## src/rtl/mspq_pkg.sv

```systemverilog
// ----------------------------------------------------------------------------
// mspq_pkg: shared types and constants for the sorted priority queue
// Slot and command records that pass along the cell chain, status codes and
// the level mapping of a priority.
// ----------------------------------------------------------------------------
`default_nettype none

package mspq_pkg;

    localparam int PRIO_W = 7;
    localparam int PROC_W = 8;
    localparam int LVL_W  = 2;

    localparam logic OP_INSERT = 1'b0;
    localparam logic OP_SELECT = 1'b1;

    localparam logic signed [PRIO_W-1:0] PRIO_MIN = -7'sd18;
    localparam logic signed [PRIO_W-1:0] PRIO_MAX = 7'sd40;

    typedef enum logic [2:0] {
        ST_INSERTED = 3'd0,
        ST_DROPPED  = 3'd1,
        ST_FULL     = 3'd2,
        ST_SELECTED = 3'd3,
        ST_EMPTY    = 3'd4
    } status_t;

    typedef struct packed {
        logic              valid;
        logic [PRIO_W-1:0] prio;
        logic [PROC_W-1:0] proc_id;
    } slot_t;

    typedef struct packed {
        logic              ins;
        logic              sel;
        logic [PRIO_W-1:0] prio;
        logic [PROC_W-1:0] proc_id;
    } cmd_t;

    function automatic logic prio_in_range(logic signed [PRIO_W-1:0] p);
        return (p >= PRIO_MIN) && (p <= PRIO_MAX);
    endfunction

    // up to 10 (negatives included) is level 0, then one level per decade, capped at level 3
    function automatic logic [LVL_W-1:0] level_of(logic signed [PRIO_W-1:0] p);
        logic [LVL_W-1:0] lvl;
        if (p <= 7'sd10)
        begin
            lvl = 2'd0;
        end
        else if (p <= 7'sd20)
        begin
            lvl = 2'd1;
        end
        else if (p <= 7'sd30)
        begin
            lvl = 2'd2;
        end
        else
        begin
            lvl = 2'd3;
        end
        return lvl;
    endfunction

endpackage

`default_nettype wire

```

## src/rtl/multilevel_sorted_priority_queue_core.sv

```systemverilog
// ----------------------------------------------------------------------------
// multilevel_sorted_priority_queue_core: four-level sorted process queue
// A chain of CAPACITY slot cells kept in ascending priority order.
// ----------------------------------------------------------------------------
// Usage:
//   Input beats carry operation, priority_in and process_in. An insert puts
//   the entry after all entries of equal or lower priority; a select pops
//   the head. Every input beat yields exactly one output beat with status,
//   process_out, priority_out and level_out.
//   out_valid rises in the cycle after the input beat is accepted. One beat
//   is taken per cycle while in_stall is low: every cell compares against
//   the new priority in parallel and shifts in the same cycle, so the cell
//   chain sets the rate. The result sits in an output register; a new input
//   beat is accepted whenever that register is empty or being drained.
//   While out_stall holds a waiting result, in_stall is raised and the
//   result does not change.
//   Reset empties the queue at once (all slot valid bits cleared) and drops
//   any pending result; no clearing pass is needed.
// ----------------------------------------------------------------------------
`default_nettype none

module multilevel_sorted_priority_queue_core #(
    parameter int CAPACITY = 16
) (
    input  wire logic                               clk,
    input  wire logic                               rst_n,
    input  wire logic                               in_valid,
    output logic                                    in_stall,
    input  wire logic                               operation,
    input  wire logic signed [mspq_pkg::PRIO_W-1:0] priority_in,
    input  wire logic [mspq_pkg::PROC_W-1:0]        process_in,
    output logic                                    out_valid,
    input  wire logic                               out_stall,
    output logic [2:0]                              status,
    output logic [mspq_pkg::PROC_W-1:0]             process_out,
    output logic signed [mspq_pkg::PRIO_W-1:0]      priority_out,
    output logic [mspq_pkg::LVL_W-1:0]              level_out
);

    mspq_pkg::slot_t   slots [CAPACITY];
    logic              greater [CAPACITY];
    mspq_pkg::cmd_t    cmd;

    logic              accept;
    logic              in_range;
    logic              full;
    logic              empty;
    logic [mspq_pkg::LVL_W-1:0] in_level;

    logic                        out_valid_reg;
    logic                        out_valid_next;
    mspq_pkg::status_t           status_reg;
    mspq_pkg::status_t           status_next;
    logic [mspq_pkg::PROC_W-1:0] process_reg;
    logic [mspq_pkg::PROC_W-1:0] process_next;
    logic [mspq_pkg::PRIO_W-1:0] priority_reg;
    logic [mspq_pkg::PRIO_W-1:0] priority_next;
    logic [mspq_pkg::LVL_W-1:0]  level_reg;
    logic [mspq_pkg::LVL_W-1:0]  level_next;

    assign in_stall = out_valid_reg && out_stall;
    assign accept   = in_valid && !in_stall;
    assign in_range = mspq_pkg::prio_in_range(priority_in);
    assign in_level = mspq_pkg::level_of(priority_in);
    assign full     = slots[CAPACITY-1].valid;
    assign empty    = !slots[0].valid;

    assign cmd.ins     = accept && (operation == mspq_pkg::OP_INSERT) && in_range && !full;
    assign cmd.sel     = accept && (operation == mspq_pkg::OP_SELECT) && !empty;
    assign cmd.prio    = priority_in;
    assign cmd.proc_id = process_in;

    for (genvar i = 0; i < CAPACITY; i++)
    begin : g_cell
        mspq_pkg::slot_t prev_slot;
        mspq_pkg::slot_t next_slot;
        logic            prev_greater;

        if (i == 0)
        begin : g_head
            assign prev_slot    = '0;
            assign prev_greater = 1'b0;
        end
        else
        begin : g_body
            assign prev_slot    = slots[i-1];
            assign prev_greater = greater[i-1];
        end

        if (i == CAPACITY-1)
        begin : g_tail
            assign next_slot = '0;
        end
        else
        begin : g_link
            assign next_slot = slots[i+1];
        end

        mspq_cell u_cell (
            .clk          (clk),
            .rst_n        (rst_n),
            .cmd          (cmd),
            .prev_slot    (prev_slot),
            .prev_greater (prev_greater),
            .next_slot    (next_slot),
            .slot         (slots[i]),
            .greater      (greater[i])
        );
    end

    // result of the beat being accepted
    always_comb
    begin
        status_next   = mspq_pkg::ST_INSERTED;
        process_next  = '0;
        priority_next = '0;
        level_next    = '0;
        if (operation == mspq_pkg::OP_INSERT)
        begin
            if (!in_range)
            begin
                status_next = mspq_pkg::ST_DROPPED;
            end
            else if (full)
            begin
                status_next = mspq_pkg::ST_FULL;
            end
            else
            begin
                status_next = mspq_pkg::ST_INSERTED;
                level_next  = in_level;
            end
        end
        else
        begin
            if (empty)
            begin
                status_next = mspq_pkg::ST_EMPTY;
            end
            else
            begin
                status_next   = mspq_pkg::ST_SELECTED;
                process_next  = slots[0].proc_id;
                priority_next = slots[0].prio;
                level_next    = mspq_pkg::level_of(slots[0].prio);
            end
        end
    end

    always_comb
    begin
        if (accept)
        begin
            out_valid_next = 1'b1;
        end
        else if (out_stall)
        begin
            out_valid_next = out_valid_reg;
        end
        else
        begin
            out_valid_next = 1'b0;
        end
    end

    always_ff @(posedge clk or negedge rst_n)
    begin
        if (!rst_n)
        begin
            out_valid_reg <= 1'b0;
        end
        else
        begin
            out_valid_reg <= out_valid_next;
        end
    end

    always_ff @(posedge clk)
    begin
        if (accept)
        begin
            status_reg   <= status_next;
            process_reg  <= process_next;
            priority_reg <= priority_next;
            level_reg    <= level_next;
        end
    end

    assign out_valid    = out_valid_reg;
    assign status       = status_reg;
    assign process_out  = process_reg;
    assign priority_out = priority_reg;
    assign level_out    = level_reg;

    a_select_head: assert property (@(posedge clk) disable iff (!rst_n)
        (accept && operation == mspq_pkg::OP_SELECT && !empty)
        |=> (status_reg == mspq_pkg::ST_SELECTED
             && process_reg == $past(slots[0].proc_id)
             && priority_reg == $past(slots[0].prio)))
        else $error("select did not return the head slot");

    a_full_refused: assert property (@(posedge clk) disable iff (!rst_n)
        (accept && operation == mspq_pkg::OP_INSERT && in_range && full)
        |=> (status_reg == mspq_pkg::ST_FULL && slots[CAPACITY-1].valid))
        else $error("insert into full queue not refused");

    a_insert_grows: assert property (@(posedge clk) disable iff (!rst_n)
        (cmd.ins && empty) |=> (slots[0].valid && !$past(slots[0].valid)))
        else $error("insert into empty queue lost");

    a_no_dual_cmd: assert property (@(posedge clk) disable iff (!rst_n)
        !(cmd.ins && cmd.sel))
        else $error("insert and select in one cycle");

endmodule

`default_nettype wire

```

## src/rtl/mspq_cell.sv

```systemverilog
// ----------------------------------------------------------------------------
// mspq_cell: one slot of the sorted shift-register queue
// Holds one entry. On insert it keeps, takes the new entry, or takes its
// lower neighbour's entry; on select it takes its upper neighbour's entry.
// ----------------------------------------------------------------------------
`default_nettype none

module mspq_cell (
    input  wire logic            clk,
    input  wire logic            rst_n,
    input  wire mspq_pkg::cmd_t  cmd,
    input  wire mspq_pkg::slot_t prev_slot,
    input  wire logic            prev_greater,
    input  wire mspq_pkg::slot_t next_slot,
    output mspq_pkg::slot_t      slot,
    output logic                 greater
);

    logic                        valid_reg;
    logic                        valid_next;
    logic [mspq_pkg::PRIO_W-1:0] prio_reg;
    logic [mspq_pkg::PRIO_W-1:0] prio_next;
    logic [mspq_pkg::PROC_W-1:0] proc_reg;
    logic [mspq_pkg::PROC_W-1:0] proc_next;

    assign slot.valid   = valid_reg;
    assign slot.prio    = prio_reg;
    assign slot.proc_id = proc_reg;

    // empty slots count as greater, so a new entry lands after equal priorities
    assign greater = !valid_reg || ($signed(prio_reg) > $signed(cmd.prio));

    always_comb
    begin
        valid_next = valid_reg;
        prio_next  = prio_reg;
        proc_next  = proc_reg;
        if (cmd.ins)
        begin
            if (prev_greater)
            begin
                valid_next = prev_slot.valid;
                prio_next  = prev_slot.prio;
                proc_next  = prev_slot.proc_id;
            end
            else if (greater)
            begin
                valid_next = 1'b1;
                prio_next  = cmd.prio;
                proc_next  = cmd.proc_id;
            end
        end
        else if (cmd.sel)
        begin
            valid_next = next_slot.valid;
            prio_next  = next_slot.prio;
            proc_next  = next_slot.proc_id;
        end
    end

    always_ff @(posedge clk or negedge rst_n)
    begin
        if (!rst_n)
        begin
            valid_reg <= 1'b0;
        end
        else
        begin
            valid_reg <= valid_next;
        end
    end

    always_ff @(posedge clk)
    begin
        prio_reg <= prio_next;
        proc_reg <= proc_next;
    end

    // occupied slots form a prefix and stay in ascending order
    a_prefix: assert property (@(posedge clk) disable iff (!rst_n)
        next_slot.valid |-> valid_reg)
        else $error("occupied slot above an empty one");

    a_sorted: assert property (@(posedge clk) disable iff (!rst_n)
        (valid_reg && next_slot.valid) |-> ($signed(prio_reg) <= $signed(next_slot.prio)))
        else $error("slot order broken");

endmodule

`default_nettype wire
```

## config.mk

```make
export PLATFORM = sky130hd
export DESIGN_NAME = multilevel_sorted_priority_queue_core
export DESIGN_NICKNAME = d
export VERILOG_FILES = /design/src/rtl/mspq_pkg.sv /design/src/rtl/multilevel_sorted_priority_queue_core.sv /design/src/rtl/mspq_cell.sv
export SDC_FILE = /design/constraint.sdc
export NUM_CORES = 1
export LEC_CHECK = 0
export ABC_AREA = 0
export ABC_CLOCK_PERIOD_IN_PS = 3100
export BUFFER_PORTS_ARGS = -buffer_cell sky130_fd_sc_hd__buf_2
export CAP_MARGIN = 10
export CORE_UTILIZATION = 45
export DETAILED_ROUTE_END_ITERATION = 10
export GPL_ROUTABILITY_DRIVEN = 0
export PLACE_DENSITY = 0.6
export SKIP_LAST_GASP = 1
export SLEW_MARGIN = 10
export SYNTH_ARGS = -nofsm -noshare
export SYNTH_HDL_FRONTEND = slang
export SYNTH_SLANG_ARGS = --single-unit
export TNS_END_PERCENT = 30
```

## constraint.sdc

```tcl
create_clock -name clk -period 3.1 [get_ports clk]
set_input_delay 0.31 -clock clk [delete_from_list [all_inputs] [get_ports clk]]
set_output_delay 0.31 -clock clk [all_outputs]
set_load 0.02 [all_outputs]
```

* Word level (Yosys, flattened, before mapping)
Cells that the tools add are included.
Operators by class: $lt $le $gt $ge 24, equal/unequal tests 17, mux-type cells 205, bitwise logic cells 1, reductions and logical operators 59
Operator list (count):
- 8-bit 2-to-1 mux | 63
- 7-bit 2-to-1 mux | 63
- 7-bit greater-than comparator | 16
- 1-bit 2-to-1 mux | 67
- 3-bit by 1-bit != test with 1-bit output (second input constant) | 15
- 2-bit AND reduction | 17
- 7-bit by 6-bit <= comparator with 1-bit output (second input constant) | 4
- 2-bit 2-to-1 mux | 10
- 1-bit logical NOT | 17
- 1-bit logical OR | 16
- 7-bit by 5-bit <= comparator with 1-bit output (second input constant) | 2
- 1-bit logical AND | 8
- 7-bit by 6-bit >= comparator with 1-bit output (second input constant) | 1
- 7-bit <= comparator (second input constant) | 1
- 3-bit 2-to-1 mux | 2
- 2-bit by 1-bit != test with 1-bit output (second input constant) | 2
- 2-bit nonzero test | 1
- 1-bit NOT | 1
Word-level totals: flip-flop bits (word level) 277, input bits 20, output and inout bits 22, logic and storage cells 359

* Depth between registers and ports, before layout
Gate-level depths: netlist (run 1).
depth in word-level cells 8, mapped depth 8, gate-level depth less buffers 7

* Modules after synthesis
From an unflattened synthesis (run 1), not the netlist that was laid out.
Unflattened totals: cell total of the unflattened synthesis 1681, area, all modules 17456.7 um^2
By module, submodules not included:
- mspq_cell | instances 16, cells an instance 100, area each 1028.5 um^2, sequential area each 475.5 um^2
- multilevel_sorted_priority_queue_core | instances 1, cells an instance 81, area each 1001.0 um^2, sequential area each 625.6 um^2

* Worst setup path before layout (run 1)
No wires, ideal clock.
path kind reg2reg, start point register out_valid_reg (netlist: out_valid), end point register g_cell[2].u_cell.prio_reg[0] in the netlist's numbering (enable), library setup time 0.374 ns, data arrival time 2.516 ns, required time 2.726 ns, slack 0.211 ns, stages on the path, launching flop included 8, path buffers 1, period minus slack after synthesis 2.889 ns, path through dfrtp_1 nand2_1 and2_1 nor2b_1 buf_2 nor2_1 inv_1 o31a_1
Between the ends: word-level cells in the longest chain between the ends 8, elaborated cells between the ends (all ways) 11, classes of those cells eq/ne: 1; reduce/logical: 10
Ends and longest elaborated chain:
- start, declared | line multilevel_sorted_priority_queue_core.sv:50 | logic out_valid_reg;
- start signal, assigned | line multilevel_sorted_priority_queue_core.sv:174 | out_valid_reg <= out_valid_next;
- 1-bit logical AND * | line multilevel_sorted_priority_queue_core.sv:61 | assign in_stall = out_valid_reg && out_stall;
- 1-bit logical NOT * | line multilevel_sorted_priority_queue_core.sv:62 | assign accept = in_valid && !in_stall;
- 1-bit logical AND * | line multilevel_sorted_priority_queue_core.sv:62
- net accept | line multilevel_sorted_priority_queue_core.sv:44 | logic accept;
- 1-bit logical AND (3 in a row) | line multilevel_sorted_priority_queue_core.sv:68 | assign cmd.ins = accept && (operation == mspq_pkg::OP_INSERT) && in_range && !full;
- 3-bit by 1-bit != test with 1-bit output (no source line) or 2-bit nonzero test (tied branches)
- 2-bit AND reduction (no source line) *
- end signal, assigned | line mspq_cell.sv:75 | prio_reg <= prio_next;
- end, declared | line mspq_cell.sv:21 | logic [mspq_pkg::PRIO_W-1:0] prio_reg;
The timed path passes the listed nets; every way through them passes the cells marked *. A chain may end at the register's enable or synchronous reset.

* Worst setup path in the final report (run 1)
start point register g_cell[2].u_cell.prio_reg[5] in the netlist's numbering, end point register g_cell[2].u_cell.proc_reg[5] in the netlist's numbering (enable)
Between the ends: word-level cells in the longest chain between the ends 4
Ends and longest elaborated chain:
- 7-bit greater-than comparator | line mspq_cell.sv:31 | assign greater = !valid_reg || ($signed(prio_reg) > $signed(cmd.prio));
- 1-bit logical OR | line mspq_cell.sv:31
- 3-bit by 1-bit != test with 1-bit output (no source line)
- 2-bit AND reduction (no source line)
- end signal, assigned | line mspq_cell.sv:76 | proc_reg <= proc_next;
- end, declared | line mspq_cell.sv:23 | logic [mspq_pkg::PROC_W-1:0] proc_reg;
Every way passes these cells.

==> run summary, run 1 <==
share of the clock period used by the worst path -> 88.5%
final HPWL from detailed placement -> 32.5 mm
initial antenna violation count -> 0
most used cells in the layout excluding fill and tap cells -> nand2_1, edfxtp_1, nand3_1
number of instances in the synthesized netlist -> 1528
reg-to-reg startpoint -> g_cell[2].u_cell.prio_reg[5]
Inserted Clock Buffers -> 30
total nets after synthesis -> 1653
number of design rule violations left after detail routing -> 0
proportion of total power due to net switching -> 34.3%
post-synth top area share -> 48.0%
max FFs per register -> 128
final clock skew -> 12.0 ps
portion of the post-synthesis area used by sequential elements -> 50.6%
slew of the pin with the lowest slew margin -> 871 ps
placed cell area -> 17300 sq um
# fillers -> 3255
cell class contributing the biggest share of worst-path delay -> compound AO/OA/AOI/OAI gates
area of the placeable core -> 35600 sq um
number of synthesis warnings -> 0
critical path data arrival time -> 2950 ps
vias per std cell -> 6.22
power density relative to cell area -> 646 nW/um^2
pin count of the biggest net entering global routing -> 82
I/O pins -> 42
post-synthesis cell type with the largest combined area -> edfxtp_1
startpoint of the most critical hold path -> out_stall
nets@finish -> 1696
Critical path origin -> g_cell[2].u_cell.prio_reg[5]
Initial DRT Pass Iterations -> 5
number of max-cap violations -> 0
total grt overflow -> 0
worst-skew pair later-pin latency -> 580 ps
required time at the worst-slack endpoint -> 3300 ps
share of final-layout standard cells stronger than drive strength 1 -> 17.3%
proportion of power drawn by combinational gates -> 26.1%
width of the die -> 192 microns
final routed wire length divided by cell count -> 22.7 microns
flip-flop cell with the highest count after synthesis -> edfxtp_1
number of global-route vias before repair -> 12552
Netlist Area Pre-Place -> 16300 sq um
Cells after DPL -> 1998
sum of routed wire length over all layers -> 46.6 mm
clock share of power -> 28.3%
cells resized by post-CTS repair -> 0
RSZ-0062 raised after global routing -> false
Chip Height -> 192 microns
switching pwr -> 4.03 mW
P&R area growth vs syn -> 12.0%
top cells by area in the synthesized netlist -> edfxtp_1, ha_1, nand3_1
buffer cell driving the clock tree root -> clkbuf_16
vias after detailed routing -> 12778
result of the run -> completed
die area -> 36900 sq um
number of distinct library cells after synthesis -> 50
number of synthesized register bits -> 277
number of clock sinks -> 277
Max Clk Rate -> 364 MHz
pre-CTS worst setup slack -> 236 ps
endpoint class of the critical path -> flip-flop
antenna cells -> 0
element type at the critical path start -> flip-flop
DRC violation total after the first TritonRoute iteration -> 1283
final number of hold-violating endpoints -> 0
clk slew on worst S/H paths -> 60 ps
clock tree from TritonCTS -> built
clock buffer depth -> 3
starting density of the core -> 45.7%
minimum clock period after layout -> 2740 ps
TNS Setup -> 0 ps
Register-to-Register Setup Slack -> 360 ps
depth of the CTS H-tree -> 1
synthesized area divided by synthesized cell count -> 10.6 sq um
crit-path cells -> ha_1, a21oi_1, and3_1, and2_1, o31ai_2, o31a_1
CP Class -> reg2reg
buffers plus inverters on the worst setup path -> 0
Post-synth EDFFs -> 260
Final Instance Area -> 18200 sq um
path type of the worst min-delay path -> in2reg
internal cell power -> 7.73 mW
commonest non-fill, non-tap cell in the layout -> nand2_1
longest individual stage delay on the worst path -> 760 ps
Total Routing Usage GR -> 25.7%
cell leakage power -> 7.06 nW
setup-violating endpoint count in the final report -> 0
number of slew-limit violations in the final report -> 0
Antenna Nets Post-Route -> 0
share of synthesized registers carrying an async set or reset -> 6.14%
relative max-transition margin -> 41.9%
worst supply voltage drop on vdd -> 469 uV
maximum fanout count along the critical path -> 15
wire length of the first global-routing pass -> 72.9 mm
final instance count without filler cells -> 2055
cell with the largest stage delay on the worst path -> o31a_1
num rows -> 69
sequential cell fraction of total power -> 45.6%
final worst-path setup slack -> 356 ps
count of input and output buffers -> 41
[synth_stat cells, types with 2 or more instances]
cell / count
a211oi_1: 2
a21o_1: 4
a21oi_1: 47
a2bb2oi_1: 10
a31oi_1: 5
a32oi_1: 2
and2_1: 2
and3_1: 21
buf_2: 33
buf_6: 11
clkbuf_1: 74
dfrtp_1: 17
edfxtp_1: 260
ha_1: 105
inv_1: 56
mux2i_1: 15
nand2_1: 265
nand2_2: 3
nand2_4: 10
nand2b_1: 4
nand3_1: 211
nand3b_1: 15
nand4_1: 33
nor2_1: 27
nor2b_1: 5
nor3_1: 6
nor4bb_1: 2
o2111ai_1: 8
o211ai_1: 118
o211ai_2: 81
o21a_1: 2
o21ai_0: 19
o21ai_1: 3
o221ai_1: 13
o22ai_1: 20
o31a_1: 4
o32ai_1: 2
[cell families after synthesis]
logic type      Yosys count  share of synthesized area [%]
compound gates          348                           17.7
fa+ha+maj               106                           8.14
mux                      15                          0.924
flops                   277                           50.6
buf+inv                 176                           4.95
simple gates            606                           17.6
[repair_timing]
item,CTS,global route
buffers inserted,0,0
endpoints found under the hold margin,18,0
hold buffers,2,0
[stage by stage]
stage                     hold WS [ps]  utilization, %  total power, mW
after floorplan                   14.4               -             7.27
after global placement             250            48.7             8.37
after detailed placement           253            48.7             8.47
after CTS                         25.3            51.2             11.8
after global routing              80.6            51.2             12.3
final                             37.4            51.2             11.8
[area by class of cell]
type                            instances  area, sq um  share of cell area [%]
Clock buffer                           39          806                    4.42
Clock inverter                         16         68.8                   0.378
Inverter                               56          210                    1.15
Multi-Input combinational cell       1075         7320                    40.2
Sequential cell                       277         8230                    45.2
Tap cell                              461          577                    3.17
Timing Repair Buffer                  131          998                    5.48
[tightest hold or removal path: cells and delay by family]
family | cells | cell delay [ps]
buffers and inverters | 1 | 70
AND/OR/NAND/NOR | 2 | 190
[path summary, 6_finish.rpt]
| check | endpoint | depth (start not counted) |
|---|---|---|
| max reg2reg | g_cell[2].u_cell.proc_reg[5] | 6 |
| min in group asynchronous | g_cell[1].u_cell.valid_reg | 2 |
| min | out_valid | 3 |
| max | g_cell[2].u_cell.proc_reg[5] | 6 |
| min reg2reg | g_cell[14].u_cell.prio_reg[5] | 2 |
| max in group asynchronous | out_valid | 2 |
[power by group through the flow]
stage                     Clock [mW]  Combinational (mW)  Sequential, mW
after detailed placement           0                3.04            5.43
after floorplan                    0                2.05            5.21
after CTS                       3.37                3.06            5.36
after global placement             0                2.95            5.43
after global routing            3.51                3.38            5.41
final                           3.33                3.07            5.36
[routing by layer]
metal | up-vias | part of all wire, % | GRT usage, %
li1 | 5933 | - | -
met1 | 6348 | 45 | 36.6
met2 | 426 | 46 | 40.8
met3 | 71 | 6.7 | 3.22
met4 | 0 | 2.2 | 7.24
met5 | - | 0 | 0
No activity file was read; power rests on OpenSTA's default activity.
==> run 2, diff against run 1 <==
Settings changed: ABC_CLOCK_PERIOD_IN_PS 3100 to 2320, PLACE_DENSITY 0.6 to 0.62.
Clock period 3.1 ns to 2.32 ns, I/O delays scaled along.
==> run 2 against run 1 <==
  * Largest cell class unchanged
  * Combinational power is 47% higher
  * Critical path type unchanged
  * Die area did not move
  * Clock power grew 50%
  * Critical endpoint is now g_cell[8].u_cell.proc_reg[3]
==> run summary, run 2 (synthesized netlist as in run 1, its figures left out) <==
power density relative to cell area -> 867 nW/um^2 (was 646 nW/um^2)
Max Clk Rate -> 447 MHz (was 364 MHz)
share of the clock period used by the worst path -> 96.4% (was 88.5%)
pin count of the biggest net entering global routing -> 63 (was 82)
path type of the worst min-delay path -> in2reg (unchanged)
Initial DRT Pass Iterations -> 6 (was 5)
number of max-cap violations -> 0 (unchanged)
total grt overflow -> 0 (unchanged)
cell leakage power -> 7.49 nW (was 7.06 nW)
vias per std cell -> 6.22 (about the same)
CP Class -> reg2reg (unchanged)
number of clock sinks -> 277 (unchanged)
critical path data arrival time -> 2550 ps (was 2950 ps)
number of slew-limit violations in the final report -> 0 (unchanged)
area of the placeable core -> 35600 sq um (unchanged)
final number of hold-violating endpoints -> 0 (unchanged)
TNS Setup -> 0 ps (unchanged)
Chip Height -> 192 microns (unchanged)
antenna cells -> 0 (unchanged)
placed cell area -> 18100 sq um (was 17300 sq um)
Inserted Clock Buffers -> 31 (was 30)
final clock skew -> 10.7 ps (was 12.0 ps)
nets@finish -> 1753 (was 1696)
RSZ-0062 raised after global routing -> true (was false)
most used cells in the layout excluding fill and tap cells -> edfxtp_1, nand2_1, nand3_1 (was nand2_1, edfxtp_1, nand3_1)
worst-skew pair later-pin latency -> 560 ps (was 580 ps)
width of the die -> 192 microns (unchanged)
crit-path cells -> ha_1, nor3b_4, nand3b_1, o32a_1, o21ai_0, nand2_2, buf_12 (was ha_1, a21oi_1, and3_1, and2_1, o31ai_2, o31a_1)
number of design rule violations left after detail routing -> 0 (unchanged)
wire length of the first global-routing pass -> 73.9 mm (was 72.9 mm)
I/O pins -> 42 (unchanged)
depth of the CTS H-tree -> 1 (unchanged)
endpoint class of the critical path -> flip-flop (unchanged)
final instance count without filler cells -> 2112 (was 2055)
result of the run -> completed (unchanged)
maximum fanout count along the critical path -> 15 (unchanged)
commonest non-fill, non-tap cell in the layout -> edfxtp_1 (was nand2_1)
clock tree from TritonCTS -> built (unchanged)
buffer cell driving the clock tree root -> clkbuf_16 (unchanged)
Cells after DPL -> 2053 (was 1998)
max FFs per register -> 128 (unchanged)
clk slew on worst S/H paths -> 60 ps (about the same)
element type at the critical path start -> flip-flop (unchanged)
starting density of the core -> 45.7% (unchanged)
minimum clock period after layout -> 2240 ps (was 2740 ps)
Total Routing Usage GR -> 25.6% (was 25.7%)
die area -> 36900 sq um (unchanged)
final HPWL from detailed placement -> 32.9 mm (was 32.5 mm)
count of input and output buffers -> 41 (unchanged)
sum of routed wire length over all layers -> 46.5 mm (was 46.6 mm)
cell with the largest stage delay on the worst path -> edfxtp_1 (was o31a_1)
longest individual stage delay on the worst path -> 440 ps (was 760 ps)
worst supply voltage drop on vdd -> 698 uV (was 469 uV)
P&R area growth vs syn -> 17.9% (was 12.0%)
number of global-route vias before repair -> 12943 (was 12552)
Final Instance Area -> 19200 sq um (was 18200 sq um)
num rows -> 69 (unchanged)
share of final-layout standard cells stronger than drive strength 1 -> 22.5% (was 17.3%)
clock buffer depth -> 3 (unchanged)
required time at the worst-slack endpoint -> 2640 ps (was 3300 ps)
DRC violation total after the first TritonRoute iteration -> 1137 (was 1283)
slew of the pin with the lowest slew margin -> 465 ps (was 871 ps)
Antenna Nets Post-Route -> 0 (unchanged)
initial antenna violation count -> 0 (unchanged)
vias after detailed routing -> 13141 (was 12778)
setup-violating endpoint count in the final report -> 0 (unchanged)
relative max-transition margin -> 69.0% (was 41.9%)
final routed wire length divided by cell count -> 22.0 microns (was 22.7 microns)
run 2: cell count changes in the layout (fill, tap and decap cells not counted), moves of 5 or more:
cell        previous run  this run
nor2_1                27        21
inv_1                 56        51
buf_12                 9        31
clkinvlp_4             1         6
clkinv_1              11         2
buf_4                 79       113
nor2_4                 0         5
clkinv_2               4        10
nand2_2                3        10
nand2_1              265       258
run 2: area by class of cell:
| type | instances | area, sq um |
|---|---|---|
| clock buffer | 35 | 791 |
| clock inverter | 21 | 221 |
| fill | 3090 | 16400 |
| inverter | 56 | 225 |
| multi-input combinational | 1075 | 7430 |
| sequential | 277 | 8230 |
| tap | 461 | 577 |
| timing repair buffer | 187 | 1690 |
run 2: worst max-delay path: cells and delay by family (launching register included):
kind,cells,cell delay (ps)
compound gates,2,610
flops,1,440
simple gates,3,420
fa+ha+maj,1,350
buf+inv,1,170
run 2: timing repair:
item / 4_1_cts / 5_1_grt
pin swaps: 0 / 1
hold buffers: 2 / 0
buffers inserted: 0 / 1
setup endpoints to repair: 15 / 142
hold endpoints to repair: 18 / 0
gates resized for setup: 1 / 5
run 2: stage by stage:
stage | utilization (%) | hold slack (ps) | worst slack [ps] | power [mW]
after CTS | 53.8 | 3.51 | 13.9 | 16.6
after global routing | 53.9 | 48.4 | -53.1 | 17.4
final | 53.9 | 21.5 | 83.3 | 16.6
after detailed placement | 50.9 | 179 | -234 | 11.6
after floorplan | - | -63.6 | -59.6 | 9.77
after global placement | 50.9 | 175 | -175 | 11.5
run 2: report_power, final:
part	leakage (nW)	switching (mW)	internal (mW)
Clock	0.501	2.09	2.90
Combinational	4.38	2.79	1.71
Sequential	2.61	0.650	6.49
run 2: path summary, 6_finish.rpt:
check / start / endpoint / slack (ps) / cells past startpoint
worst max-delay path: g_cell[8].u_cell.prio_reg[6] / g_cell[8].u_cell.proc_reg[3] / 80 / 7
worst min-delay path: out_stall / out_valid / 20 / 3
worst max register to register: g_cell[8].u_cell.prio_reg[6] / g_cell[8].u_cell.proc_reg[3] / 80 / 7
worst min register to register: g_cell[15].u_cell.proc_reg[0] / g_cell[14].u_cell.proc_reg[0] / 540 / 2
max in group asynchronous: rst_n / g_cell[0].u_cell.valid_reg / 1920 / 2
min in group asynchronous: rst_n / g_cell[11].u_cell.valid_reg / 130 / 2
run 2: routing by layer:
layer / routed length (microns) / GRT usage [%]
met5: 0 / 0
met4: 848 / 5.97
met3: 3320 / 3.67
met2: 21700 / 41.4
met1: 20600 / 36.2
